`src/rtl/mrcc_pkg.sv`:
```
// Shared types, constants and arithmetic helpers for the mod-769 coefficient codec.
package mrcc_pkg;

  localparam int NSTG = 14;  // pipeline register stages
  localparam int QW   = 10;  // quotient width out of the reciprocal step

  localparam logic FUNC_ENC = 1'b0;
  localparam logic FUNC_DEC = 1'b1;

  localparam logic [31:0] RECIP97 = 32'd43241;
  localparam logic [31:0] INV97   = 32'd1594008481;
  localparam logic [31:0] MUL48   = 32'd48;

  typedef struct packed {
    logic             func;
    logic [4:0][12:0] h;    // encode high parts
    logic [15:0]      lo;   // low bits (encode packed, decode raw)
    logic [31:0]      hv;
    logic [31:0]      zv;
    logic [QW-1:0]    qv;
    logic [4:0][15:0] co;
    logic [47:0]      po;
  } stg_t;

  typedef struct packed {
    logic [NSTG-1:0] load;
    logic [NSTG-1:0] vld;
  } pctl_t;

  function automatic logic [31:0] mul97(input logic [31:0] a);
    return (a << 6) + (a << 5) + a;
  endfunction

  // t*3 + l, t is the 14-bit top slice
  function automatic logic [31:0] fold3(input logic [13:0] t, input logic [18:0] l);
    return ({18'b0, t} << 1) + {18'b0, t} + {13'b0, l};
  endfunction

  // (z >> 9) * 27 + (z & 0x1FF)
  function automatic logic [31:0] fold27(input logic [31:0] z);
    logic [31:0] x;
    x = {9'b0, z[31:9]};
    return (x << 4) + (x << 3) + (x << 1) + x + {23'b0, z[8:0]};
  endfunction

  function automatic logic [QW-1:0] recip_q(input logic [31:0] z);
    logic [31:0] m;
    m = z * RECIP97;
    return m[31:32-QW];
  endfunction

  function automatic logic [15:0] coef_mk(input logic [31:0] z, input logic [2:0] l);
    return {z[12:0], 3'b000} + {13'b0, l};
  endfunction

endpackage

```
`src/rtl/mrcc_ctl.sv`:
```
// Valid bits and per-stage load enables for the codec pipeline.
module mrcc_ctl import mrcc_pkg::*; (
  input  logic  clk,
  input  logic  rst,
  input  logic  in_valid,
  input  logic  out_stall,
  output logic  in_stall,
  output pctl_t ctl
);

  logic [NSTG-1:0] vld;
  logic [NSTG-1:0] adv;

  // a stage may load if any stage at or after it is empty, or the output moves
  for (genvar g = 0; g < NSTG; g++) begin : g_adv
    assign adv[g] = !out_stall || !(&vld[NSTG-1:g]);
  end

  always_ff @(posedge clk) begin
    if (rst) begin
      vld <= '0;
    end else begin
      for (int k = 0; k < NSTG; k++) begin
        if (adv[k]) begin
          vld[k] <= (k == 0) ? in_valid : vld[(k == 0) ? 0 : k - 1];
        end
      end
    end
  end

  assign in_stall = !adv[0];
  assign ctl.load = adv;
  assign ctl.vld  = vld;

endmodule

```
`config.mk`:
```
export PLATFORM = sky130hd
export DESIGN_NAME = mrcc_ctl
export DESIGN_NICKNAME = d
export VERILOG_FILES = /design/src/rtl/mrcc_pkg.sv /design/src/rtl/mrcc_ctl.sv
export SDC_FILE = /design/constraint.sdc
export NUM_CORES = 1
export LEC_CHECK = 0
export ABC_CLOCK_PERIOD_IN_PS = 1400
export BUFFER_PORTS_ARGS = -buffer_cell sky130_fd_sc_hd__clkbuf_2
export CAP_MARGIN = 20
export CORE_UTILIZATION = 39
export CTS_BUF_LIST = sky130_fd_sc_hd__clkbuf_8
export DETAILED_ROUTE_END_ITERATION = 8
export PLACE_DENSITY = 0.78
export SYNTH_ARGS = -nofsm -noshare
export SYNTH_HDL_FRONTEND = slang
export SYNTH_SLANG_ARGS = --single-unit
```
`constraint.sdc`:
```
create_clock -name clk -period 1.4 [get_ports clk]
set_input_delay 0.21 -clock clk [delete_from_list [all_inputs] [get_ports clk]]
set_output_delay 0.21 -clock clk [all_outputs]
set_load 0.03 [all_outputs]
```
==> summary.md <==
| Metric | Value |
|---|---|
| Status | `finished with violations` |
| Failing checks | `setup timing` |
| Synth unique cells | `19` |
| CTS sink count | `14` |
| Most frequent cells in the layout | `23 x clkbuf_2, 23 x buf_4, 10 x dfxtp_2` |
| MaxCap Viol Count | `0` |
| Worst slew pin tran | `297 ps` |
| Hold Fails Final Rpt | `0` |
| DRT iter0 DRCs | `22` |
| Final nets | `134` |
| Max Buffers Root-to-Sink | `2` |
| Area share of fa/ha/maj cells after synthesis | `0%` |
| P_leak | `0.000523 uW` |
| #FFs+latches synth | `14` |
| Crit path required time | `around 1200 ps` |
| Std-Cell Rows | `13` |
| Largest net degree at the start of global routing | `15` |
| Critical path class | `register to output pin` |
| CP Max Fanout | `3` |
| DR DRC count | `0` |
| Synthesized area | `roughly 570 um^2` |
| Final GP Congestion | `0.707` |
| RSZ-0062 raised after global routing | `true` |
| Vias per Instance | `5.15` |
| PwrDens | `about 740 nW/um^2` |
| Initial antenna violation count | `0` |
| Final period utilization | `125%` |
| ANT nets after route | `0` |
| Area Overhead vs Synth | `98.2%` |
| Post-Synth Simple-Gate Area | `27.2%` |
| CTS tree | `yes` |
| WHS | `roughly 190 ps` |
| Die Span Y | `about 40 um` |
| Clk root buf | `clkbuf_8` |
| Post-synthesis sequential area ratio | `between 40% and 50%` |
| Hold Buf Count CTS | `0` |
| Final worst slack | `-356 ps` |
| Clk slew on worst S/H paths | `roughly 60 ps` |
| Worst-Skew Late Latency | `around 240 ps` |
| Biggest regs | `vld x14` |
| Fmax | `about 570 MHz` |
| Max Slew Vio Count | `0` |
| Antenna Cells | `0` |
| Port bufs | `32` |
| Synthesized area per cell | `8.15 um^2` |
| Htree depth | `1` |
| Final setup fails | `15` |
| Starting density of the core | `a little over two fifths` |
| Grt total ovfl | `0` |
| Slew HR | `around 80%` |
| Cts bufs inserted | `3` |
| Via count | `742` |
| Largest family of logic cells by synthesized area | `simple AND/OR/NAND/NOR gates` |
| Die ar. | `1620 um^2` |
| Syn. warnings | `0` |
| Fill cells | `74` |
| Core area | `roughly 1300 um^2` |
| TritonRoute pass-1 iters | `3` |
| XOR/XNOR share of the synthesized area | `0%` |
| Vias in the first global route | `slightly below 700` |
| Minimum clock period | `around 1800 ps` |
| First-pass GRT wire length | `approximately 2900 um` |
| GR Util All Layers | `about 28%` |
| Final Skew | `4.36 ps` |
| Syn_nets | `74` |
| Die outline width | `between 40 and 50 um` |
| Max VDD drop | `slightly above 700 uV` |
| Most flops, register | `vld` |
| Worst slack, placed | `-127 ps` |
| Crit start category | `register` |
| Critical Path AT | `roughly 1600 ps` |
| Layout cells sized above 1 | `between 60 and 70%` |
| Hold Path Class | `input port to register` |
| I/O Pins | `33` |
| Max reg flops | `14` |
| Mapped Cells | `70` |
| Final Util | `between 80% and 90%` |
| Routed wire length | `about 2100 um` |
| Critical path endpoint category | `output pin` |
| Final HPWL DP | `roughly 1300 um` |
| Final Power | `about 840 uW` |
| Synth Area in Compound Gates | `14.3%` |
| Post-synthesis mux area share | `0%` |
| Routed WL per cell | `approximately 14 um` |
per-stage QoR:
stage	std cells	TNS (ps)	instance area, um^2
CTS	143	-2650	1100
floorplan	70	-883	623
global placement	135	-174	946
finish	144	-3020	1130
detailed placement	135	-241	946
global route	144	-3700	1130
synthesized netlist by cell type, drive strengths merged:
cell type | number | area share, %
nor3 | 1 | 0.88
a21oi | 10 | 9.4
and4 | 1 | 2.0
a41oi | 2 | 3.1
clkbuf | 2 | 1.3
buf | 1 | 0.88
nand2 | 4 | 2.6
or4 | 1 | 2.0
and2 | 1 | 1.1
nand3 | 6 | 5.3
dfxtp | 14 | 49
nor4 | 1 | 1.1
nand4 | 4 | 4.4
and3 | 3 | 3.3
nor2 | 7 | 4.6
o21ba | 1 | 1.8
inv | 11 | 7.2
layer usage:
layer / GRT usage [%] / wire length (um) / part of all wire [%] / up-vias
met1: 32.0 / 800 / 39 / 344
li1: - / - / - / 357
met4: 18.3 / 95 / 4.6 / 0
met2: 46.4 / 1050 / 51 / 31
met5: 0 / 0 / 0 / -
met3: 7.22 / 105 / 5.1 / 10
where the power goes:
part           switching [uW]  internal, uW
Sequential               2.51           396
Combinational            26.4          16.8
Clock                     148           249
critical path, cell delays in order, from the launching register on:
cell and delay [ps]:
dfxtp_4 340, and4_4 240, inv_4 40, or4_4 450, clkinvlp_4 110, buf_8 110
timing repair:
action	4_1_cts	5_1_grt
pin swaps	4	1
buffers inserted	5	1
setup endpoints to repair	12	15
resized for setup	20	7
gates cloned	0	0
logic make-up (layout without fill, tap and decap cells):
kind of cell	count (synthesis)	after routing
DFF	14	14
buffers and inverters	14	73
and+or+nand+nor	29	29
AOI/OAI and AO/OA	13	13
final timing paths:
path,cells after the start,to,slack [ps],start
worst max register to register,7,vld[3]$_SDFFE_PP0P_,-180,vld[11]$_SDFFE_PP0P_
worst min-delay path,3,vld[0]$_SDFFE_PP0P_,190,in_valid
worst min register to register,3,vld[2]$_SDFFE_PP0P_,570,vld[1]$_SDFFE_PP0P_
worst max-delay path,5,in_stall,-360,vld[11]$_SDFFE_PP0P_
area by class of cell:
type / count / area, um^2 / share of cell area (%)
Multi-Input combinational cell: 42 / 273 / 24.1
Tap cell: 15 / 18.8 / 1.66
Inverter: 11 / 47.5 / 4.20
Timing Repair Buffer: 58 / 429 / 37.9
Clock buffer: 4 / 55.1 / 4.87
Sequential cell: 14 / 308 / 27.2
(Power assumes the default switching activity.)
